**config.mk**
```make
export PLATFORM = sky130hd
export DESIGN_NAME = ring_buffer_deque
export DESIGN_NICKNAME = d
export VERILOG_FILES = /design/src/hw/rtl/rbd_pkg.sv /design/src/hw/rtl/rbd_ram.sv /design/src/hw/rtl/rbd_ctrl.sv /design/src/hw/rtl/rbd_datapath.sv /design/src/hw/rtl/ring_buffer_deque.sv
export SDC_FILE = /design/constraint.sdc
export NUM_CORES = 1
export LEC_CHECK = 0
export ABC_AREA = 1
export BUFFER_PORTS_ARGS = -buffer_cell sky130_fd_sc_hd__buf_2
export CAP_MARGIN = 10
export CORE_MARGIN = 2
export CORE_UTILIZATION = 52
export CTS_BUF_LIST = sky130_fd_sc_hd__clkbuf_16
export DETAILED_ROUTE_END_ITERATION = 10
export GPL_ROUTABILITY_DRIVEN = 0
export PLACE_DENSITY = 0.75
export SLEW_MARGIN = 20
export SYNTH_ARGS = -nofsm -noshare
export SYNTH_HDL_FRONTEND = slang
export SYNTH_HIERARCHICAL = 1
export SYNTH_SLANG_ARGS = --single-unit
```
**constraint.sdc**
```tcl
create_clock -name clk -period 4.05 [get_ports clk]
set_input_delay 0 -clock clk [delete_from_list [all_inputs] [get_ports clk]]
set_output_delay 0 -clock clk [all_outputs]
set_load 0.01 [all_outputs]
```
**src/hw/rtl/rbd_pkg.sv**
```systemverilog
// ----------------------------------------------------------------------------
// rbd_pkg
// Shared types and codes for the ring buffer deque: word layouts, action and
// status codes, controller state and the controller/datapath link.
// ----------------------------------------------------------------------------
package rbd_pkg;

  // field widths
  localparam int DATA_W   = 32;
  localparam int ACTION_W = 3;
  localparam int STATUS_W = 2;
  localparam int COUNT_W  = 5;

  // action codes
  localparam logic [ACTION_W-1:0] ACT_PUSH_BACK  = 3'd0;
  localparam logic [ACTION_W-1:0] ACT_PUSH_FRONT = 3'd1;
  localparam logic [ACTION_W-1:0] ACT_POP_BACK   = 3'd2;
  localparam logic [ACTION_W-1:0] ACT_POP_FRONT  = 3'd3;
  localparam logic [ACTION_W-1:0] ACT_READ_FRONT = 3'd4;
  localparam logic [ACTION_W-1:0] ACT_READ_BACK  = 3'd5;

  // status codes
  localparam logic [STATUS_W-1:0] ST_OK    = 2'd0;
  localparam logic [STATUS_W-1:0] ST_EMPTY = 2'd1;
  localparam logic [STATUS_W-1:0] ST_FULL  = 2'd2;

  // request word
  typedef struct packed {
    logic [ACTION_W-1:0] action;
    logic [DATA_W-1:0]   push_data;
  } req_word_t;

  // response word
  typedef struct packed {
    logic [DATA_W-1:0]   read_data;
    logic [STATUS_W-1:0] status;
    logic [COUNT_W-1:0]  item_count;
    logic                is_empty;
    logic                is_full;
  } rsp_word_t;

  // controller states
  typedef enum logic {
    S_IDLE,
    S_READ
  } rbd_state_t;

  // controller -> datapath commands
  typedef struct packed {
    logic apply;        // take the request, update indices and store
    logic load_result;  // load response register from the request decode
    logic load_read;    // load response register from store read data
    logic cfg_write;    // write capacity and empty the deque
  } rbd_cmd_t;

  // datapath -> controller status
  typedef struct packed {
    logic out_free;     // response register can take a word this cycle
    logic rd_hit;       // current request is a read of a non-empty deque
  } rbd_stat_t;

endpackage

```
**src/hw/rtl/rbd_ram.sv**
```systemverilog
// ----------------------------------------------------------------------------
// rbd_ram
// Generic single-write, single-read RAM with registered read data.
// ----------------------------------------------------------------------------
module rbd_ram #(
  parameter int WIDTH = 32,
  parameter int DEPTH = 16
) (
  input  logic                     clk,
  input  logic                     we,
  input  logic [$clog2(DEPTH)-1:0] waddr,
  input  logic [WIDTH-1:0]         wdata,
  input  logic                     re,
  input  logic [$clog2(DEPTH)-1:0] raddr,
  output logic [WIDTH-1:0]         rdata
);

  logic [WIDTH-1:0] mem [DEPTH];

  // write port
  always_ff @(posedge clk) begin
    if (we) begin
      mem[waddr] <= wdata;
    end
  end

  // registered read, holds when not enabled
  always_ff @(posedge clk) begin
    if (re) begin
      rdata <= mem[raddr];
    end
  end

endmodule

```
**src/hw/rtl/rbd_ctrl.sv**
```systemverilog
// ----------------------------------------------------------------------------
// rbd_ctrl
// Request sequencer: accepts a request when the response register is free
// and no capacity write is offered, and waits in S_READ on the registered
// store read for successful read actions.
// ----------------------------------------------------------------------------
module rbd_ctrl
  import rbd_pkg::*;
(
  input  logic      clk,
  input  logic      rst,
  input  logic      req_valid,
  output logic      req_stall,
  input  logic      cfg_valid,
  output logic      cfg_ready,
  input  rbd_stat_t stat,
  output rbd_cmd_t  cmd
);

  rbd_state_t state, state_next;
  logic       accept;

  // state register
  always_ff @(posedge clk) begin
    if (rst) begin
      state <= S_IDLE;
    end else begin
      state <= state_next;
    end
  end

  // next state and commands; a capacity write holds off requests
  always_comb begin
    state_next      = state;
    req_stall       = 1'b1;
    cfg_ready       = 1'b0;
    accept          = 1'b0;
    cmd             = '0;
    case (state)
      S_IDLE: begin
        req_stall       = !stat.out_free || cfg_valid;
        cfg_ready       = 1'b1;
        accept          = req_valid && stat.out_free && !cfg_valid;
        cmd.apply       = accept;
        cmd.load_result = accept && !stat.rd_hit;
        cmd.cfg_write   = cfg_valid;
        if (accept && stat.rd_hit) begin
          state_next = S_READ;
        end
      end
      S_READ: begin
        cmd.load_read = stat.out_free;
        if (stat.out_free) begin
          state_next = S_IDLE;
        end
      end
      default: begin
        state_next = S_IDLE;
      end
    endcase
  end

endmodule

```
**src/hw/rtl/rbd_datapath.sv**
```systemverilog
// ----------------------------------------------------------------------------
// rbd_datapath
// Head/tail/count registers, capacity register, element store and the
// response register.
// ----------------------------------------------------------------------------
module rbd_datapath
  import rbd_pkg::*;
#(
  parameter int DEPTH = 16
) (
  input  logic               clk,
  input  logic               rst,
  input  rbd_cmd_t           cmd,
  output rbd_stat_t          stat,
  input  req_word_t          req,
  input  logic [COUNT_W-1:0] cfg_data,
  output logic               rsp_valid,
  input  logic               rsp_stall,
  output rsp_word_t          rsp
);

  localparam int IW      = $clog2(DEPTH);
  localparam int CW      = ((IW > COUNT_W) ? IW : COUNT_W) + 1;
  localparam int CapMax  = (DEPTH < 31) ? DEPTH : 31;
  localparam int CapRst  = (DEPTH < 16) ? DEPTH : 16;

  logic [COUNT_W-1:0]  cap;
  logic [COUNT_W-1:0]  count, count_next;
  logic [IW-1:0]       head, head_next;
  logic [IW-1:0]       tail, tail_next;
  logic [COUNT_W-1:0]  cap_wr;
  logic                full, empty;
  logic [IW-1:0]       head_inc, head_dec, tail_inc, tail_dec;
  logic [STATUS_W-1:0] st;
  logic                we, re;
  logic [IW-1:0]       waddr, raddr;
  logic [DATA_W-1:0]   ram_rdata;

  // index stepping, wrapping at capacity
  assign head_inc = (CW'(head) + CW'(1) >= CW'(cap)) ? '0 : head + IW'(1);
  assign tail_inc = (CW'(tail) + CW'(1) >= CW'(cap)) ? '0 : tail + IW'(1);
  assign head_dec = (head == '0) ? IW'(cap - COUNT_W'(1)) : head - IW'(1);
  assign tail_dec = (tail == '0) ? IW'(cap - COUNT_W'(1)) : tail - IW'(1);

  assign full  = count >= cap;
  assign empty = count == '0;

  // request decode
  always_comb begin
    head_next  = head;
    tail_next  = tail;
    count_next = count;
    st         = ST_OK;
    we         = 1'b0;
    re         = 1'b0;
    waddr      = tail;
    raddr      = head;
    case (req.action)
      ACT_PUSH_BACK: begin
        if (full) begin
          st = ST_FULL;
        end else begin
          we         = 1'b1;
          waddr      = tail;
          tail_next  = tail_inc;
          count_next = count + COUNT_W'(1);
        end
      end
      ACT_PUSH_FRONT: begin
        if (full) begin
          st = ST_FULL;
        end else begin
          we         = 1'b1;
          waddr      = head_dec;
          head_next  = head_dec;
          count_next = count + COUNT_W'(1);
        end
      end
      ACT_POP_BACK: begin
        if (empty) begin
          st = ST_EMPTY;
        end else begin
          tail_next  = tail_dec;
          count_next = count - COUNT_W'(1);
        end
      end
      ACT_POP_FRONT: begin
        if (empty) begin
          st = ST_EMPTY;
        end else begin
          head_next  = head_inc;
          count_next = count - COUNT_W'(1);
        end
      end
      ACT_READ_FRONT: begin
        if (empty) begin
          st = ST_EMPTY;
        end else begin
          re    = 1'b1;
          raddr = head;
        end
      end
      ACT_READ_BACK: begin
        if (empty) begin
          st = ST_EMPTY;
        end else begin
          re    = 1'b1;
          raddr = tail_dec;
        end
      end
      default: begin
      end
    endcase
  end

  assign stat.rd_hit   = re;
  assign stat.out_free = !rsp_valid || !rsp_stall;

  // capacity clamp: zero reads as one, above the store size as the store size
  assign cap_wr = (cfg_data == '0) ? COUNT_W'(1) :
                  (cfg_data > COUNT_W'(CapMax)) ? COUNT_W'(CapMax) : cfg_data;

  // deque state
  always_ff @(posedge clk) begin
    if (rst) begin
      cap   <= COUNT_W'(CapRst);
      head  <= '0;
      tail  <= '0;
      count <= '0;
    end else if (cmd.cfg_write) begin
      cap   <= cap_wr;
      head  <= '0;
      tail  <= '0;
      count <= '0;
    end else if (cmd.apply) begin
      head  <= head_next;
      tail  <= tail_next;
      count <= count_next;
    end
  end

  // element store
  rbd_ram #(
    .WIDTH (DATA_W),
    .DEPTH (DEPTH)
  ) u_store (
    .clk   (clk),
    .we    (cmd.apply && we),
    .waddr (waddr),
    .wdata (req.push_data),
    .re    (cmd.apply && re),
    .raddr (raddr),
    .rdata (ram_rdata)
  );

  // response valid flag
  always_ff @(posedge clk) begin
    if (rst) begin
      rsp_valid <= 1'b0;
    end else if (cmd.load_result || cmd.load_read) begin
      rsp_valid <= 1'b1;
    end else if (!rsp_stall) begin
      rsp_valid <= 1'b0;
    end
  end

  // response word; a read leaves the count unchanged
  always_ff @(posedge clk) begin
    if (cmd.load_result) begin
      rsp.read_data  <= '0;
      rsp.status     <= st;
      rsp.item_count <= count_next;
      rsp.is_empty   <= count_next == '0;
      rsp.is_full    <= count_next == cap;
    end else if (cmd.load_read) begin
      rsp.read_data  <= ram_rdata;
      rsp.status     <= ST_OK;
      rsp.item_count <= count;
      rsp.is_empty   <= count == '0;
      rsp.is_full    <= count == cap;
    end
  end

`ifndef SYNTHESIS
  a_count_le_cap: assert property (@(posedge clk) disable iff (rst)
    count <= cap)
    else $error("count above capacity");

  a_head_in_range: assert property (@(posedge clk) disable iff (rst)
    CW'(head) < CW'(cap))
    else $error("head index out of range");

  a_tail_in_range: assert property (@(posedge clk) disable iff (rst)
    CW'(tail) < CW'(cap))
    else $error("tail index out of range");

  a_push_counts: assert property (@(posedge clk) disable iff (rst)
    cmd.apply && !cmd.cfg_write && we |=> count == $past(count) + COUNT_W'(1))
    else $error("accepted push did not bump count");
`endif

endmodule

```
**src/hw/rtl/ring_buffer_deque.sv**
```systemverilog
// ----------------------------------------------------------------------------
// ring_buffer_deque
// Double-ended queue in a circular store with head, tail and count, and a
// capacity register that sets the wrap point of both indices.
// ----------------------------------------------------------------------------
//  channel  | signals                       | moves
//  ---------+-------------------------------+--------------------------------
//  req      | req_valid, req_stall, req     | action and push word
//  rsp      | rsp_valid, rsp_stall, rsp     | data, status, count, flags
//  cfg      | cfg_valid, cfg_ready, cfg_data| capacity_limit word
//
//  Pushes, pops and rejected requests load the response word from the request
//  decode, and a new request can follow unless rsp_stall holds the response word.
//  A successful read waits on the registered read port of the element store.
//  Reset is synchronous: capacity returns to 16 (or DEPTH if smaller), the
//  deque is empty, the store is not cleared.
//  req_stall is high while a read waits on the store, while a response
//  word is held by rsp_stall, or while a capacity write is offered.
// ----------------------------------------------------------------------------
module ring_buffer_deque
  import rbd_pkg::*;
#(
  parameter int DEPTH = 16
) (
  input  logic               clk,
  input  logic               rst,
  input  logic               req_valid,
  output logic               req_stall,
  input  req_word_t          req,
  output logic               rsp_valid,
  input  logic               rsp_stall,
  output rsp_word_t          rsp,
  input  logic               cfg_valid,
  output logic               cfg_ready,
  input  logic [COUNT_W-1:0] cfg_data
);

  rbd_cmd_t  cmd;
  rbd_stat_t stat;

  rbd_ctrl u_ctrl (
    .clk       (clk),
    .rst       (rst),
    .req_valid (req_valid),
    .req_stall (req_stall),
    .cfg_valid (cfg_valid),
    .cfg_ready (cfg_ready),
    .stat      (stat),
    .cmd       (cmd)
  );

  rbd_datapath #(
    .DEPTH (DEPTH)
  ) u_datapath (
    .clk       (clk),
    .rst       (rst),
    .cmd       (cmd),
    .stat      (stat),
    .req       (req),
    .cfg_data  (cfg_data),
    .rsp_valid (rsp_valid),
    .rsp_stall (rsp_stall),
    .rsp       (rsp)
  );

endmodule
```
==> results.cfg <==
[worst_setup_path]
reg2reg_to = u_datapath/u_store/mem[13][0]
r2r_start = u_datapath/cap[2]
critPathLaunchType = register
ff2ff_setup_slack_ns = 0.57
max_stage_delay_ns = 0.49
arrival_ns = 3.81
r2r.worst_path.cells = 13
crit_path_end_kind = register
crit_fanout = 22
path_cells = inv_1 > ha_1 > nand2_1 > nor2_4 > nand2_1 > nand2_1 > nor2_4 > nand2_1 > inv_1 > o21ai_0 > nand3_1 > nor2_4 > buf_12
critical_path_class = register to register
crit_top_cell = nand2_1
crit_slowest_cell = nor2_4
crit_required_ns = 4.39

[global_routing]
grt_usage = 0.245
globalRoute.totalOverflow = 0
grt_pass1_vias = 17900
antenna_found_initial = 0
grt_start_max_net_pins = 129
grt_pass1_wl_um = 101000

[synthesis]
syn_nets = 2701
synth-seq-area-share = 0.660
yosysMostFrequentCell = nand2_1
synth-seq-cells = 605
ys_top_cells_by_count = nand2_1, edfxtp_1, inv_1
synth_area_per_cell_sq_um = 10.2
yosysWarnings = 6
synth_area_leader_cell = edfxtp_1
synth_top_area_frac = 0.621
ys_types = 35
ys_async_sr_fraction = 0
synth-edff-count = 553
syn_inst = 2629
synthTopCellsByArea = edfxtp_1, nand2_1, nand3_1
netlist_area_sq_um = 26700
ys.flop_type = edfxtp_1

[timing]
rsz0062_at_grt = false
final.setup_skew_ns = 0.0146
fin_crit_sh = 0.859
setup_viol = 0
maxSlewViolCount = 0
worstMarginPinSlew_ns = 1.07
tns_ns = 0
period_needed_ns = 3.48
whs_ns = 0.129
max_freq_ghz = 0.288
worst_slew_margin_rel = 0.283
hold_violations = 0

[detailed_routing]
vias = 18700
drt-total-wl_um = 64900
drt_iter0_drc = 2305
wire_per_inst_um = 18.7
drcViolationCount = 0
dr.pass1.iters = 6
post_drt_via_cell_ratio = 5.38
antenna_left = 0

[min_path]
min_from = rst
hold_depth = 3
hold_path.class = input pin to register
min_to = u_datapath/rsp_valid

[clock_tree]
cts_num_sinks = 605
htreeDepth = 2
numCtsBuffers = 58
clock_latency_ns = 0.64
ctsResizeCount = 0
path_clk_slew_ns = 0.06
cts_buffer_depth = 3
cts-root-buf = clkbuf_16
cts_tree = yes

[power_and_ir_drop]
p_sw_frac = 0.224
seqPwrFrac = 0.528
power.density_nw_per_um2 = 430
switching_power_mw = 2.92
power_leakage_nw = 13.0
worst_ir_drop_vdd_mv = 0.327
p_clk_frac = 0.411
pwr-share-comb = 0.061
p_int_mw = 10.1

[floorplanning]
fp.dieH_um = 231
design.die.area_sq_um = 53200
die_x_um = 231
initial_utilization = 0.523
pin_count = 89
core_area_sq_um = 51100
fp-row-count = 83

[placement]
portBuffers = 88
dp_hpwl_um = 39700

[finish]
fin_util = 0.593
area_growth_pct = 13.4
filler_cell_count = 4027
antennaDiodeCount = 0
nets = 2823
drive_gt1_frac = 0.0965

[run_status]
status = complete, no violations

[job]
drv_cap = 0
-- state kept, by name (all words and copies together) (netlist names) --
name / flops
u_datapath/rsp_valid: 1
u_datapath/u_store/rdata: 32
u_ctrl/state: 1
u_datapath/count: 5
u_datapath/cap: 5
u_datapath/u_store/mem: 512
u_datapath/tail: 4
u_datapath/rsp: 41
u_datapath/head: 4
-- layer usage --
layer | vias to the layer above | wire (um) | GRT usage
met3 | 120 | 6370 | 0.0357
met2 | 986 | 30000 | 0.389
li1 | 8767 | - | -
met4 | 0 | 1430 | 0.0770
met1 | 8853 | 27100 | 0.351
met5 | - | 0 | 0
-- per-stage QoR --
step / setup slack, ns / instances / total power, mW / area, sq um
2_1_floorplan: 0.304 / 2629 / 7.45 / 26700
3_3_place_gp: 0.791 / 3318 / 7.72 / 27900
3_5_place_dp: 0.670 / 3318 / 7.75 / 27900
4_1_cts: 0.655 / 3479 / 13.1 / 30300
5_1_grt: 0.311 / 3479 / 13.4 / 30300
6_report: 0.572 / 3479 / 13.0 / 30300
-- power groups by stage --
stage | clock network (mW) | registers, mW | logic (mW)
after floorplan | 0 | 7.01 | 0.434
after global placement | 0 | 7.01 | 0.718
after detailed placement | 0 | 7.01 | 0.737
after CTS | 5.40 | 6.88 | 0.782
after global routing | 5.65 | 6.88 | 0.865
final | 5.34 | 6.88 | 0.797
-- worst max-delay path, delay by kind of cell (launching register included) --
family / cells / cell delay [ns]
fa+ha+maj: 1 / 0.33
buf+inv: 3 / 0.52
compound gates: 1 / 0.43
simple gates: 8 / 1.52
flops: 1 / 0.38
-- cells in the final DEF, fill, tap and decap left out, drive strengths merged, types with 9 or more instances in the layout --
cell type / instances
clkinv: 30
xor2: 13
nor3: 9
ha: 27
nor2: 108
nand3: 407
edfxtp: 553
a31oi: 10
dlygate4sd3: 53
a21oi: 19
o21ai: 67
inv: 467
clkbuf: 60
buf: 130
dfxtp: 52
nand2: 771
-- cell families (layout without fill, tap and decap cells) --
kind of cell	Yosys count	after routing	synth area share
DFF	605	605	0.660
buffers and inverters	577	747	0.0932
xor gates and xnor gates	13	13	0.00426
AOI/OAI and AO/OA	104	104	0.0217
muxes	2	2	0.000749
adders and majority gates	27	27	0.0126
and+or+nand+nor	1301	1301	0.207
-- final cells by class --
type                       instances  area [sq um]  area share
inverter                         456          1720      0.0568
timing repair buffer             183          1420      0.0470
clock inverter                    48           394      0.0130
sequential                       605         17600       0.583
tap                              680           851      0.0281
clock buffer                      60          1500      0.0496
multi-input combinational       1447          6760       0.223
-- worst max-delay path by stage --
stage	startpoint	to	slack (ns)	depth (start not counted)
global route	u_datapath/cap[2]	u_datapath/u_store/mem[12][28]	0.31	13
detailed placement	u_datapath/cap[2]	u_datapath/u_store/mem[13][0]	0.67	13
CTS	u_datapath/cap[2]	u_datapath/u_store/mem[13][1]	0.65	13
global placement	u_datapath/count[2]	u_datapath/u_store/mem[13][28]	0.79	13
floorplan	u_datapath/rsp_valid	u_datapath/u_store/rdata[0]	0.30	7
finish	u_datapath/cap[2]	u_datapath/u_store/mem[13][0]	0.57	13
-- repair_timing --
| item | 4_1_cts | 5_1_grt |
|---|---|---|
| hold buffers | 53 | 0 |
| buffers inserted | 0 | 0 |
| hold endpoints to repair | 530 | 0 |
Note: power is estimated with default switching activity, not from simulation.
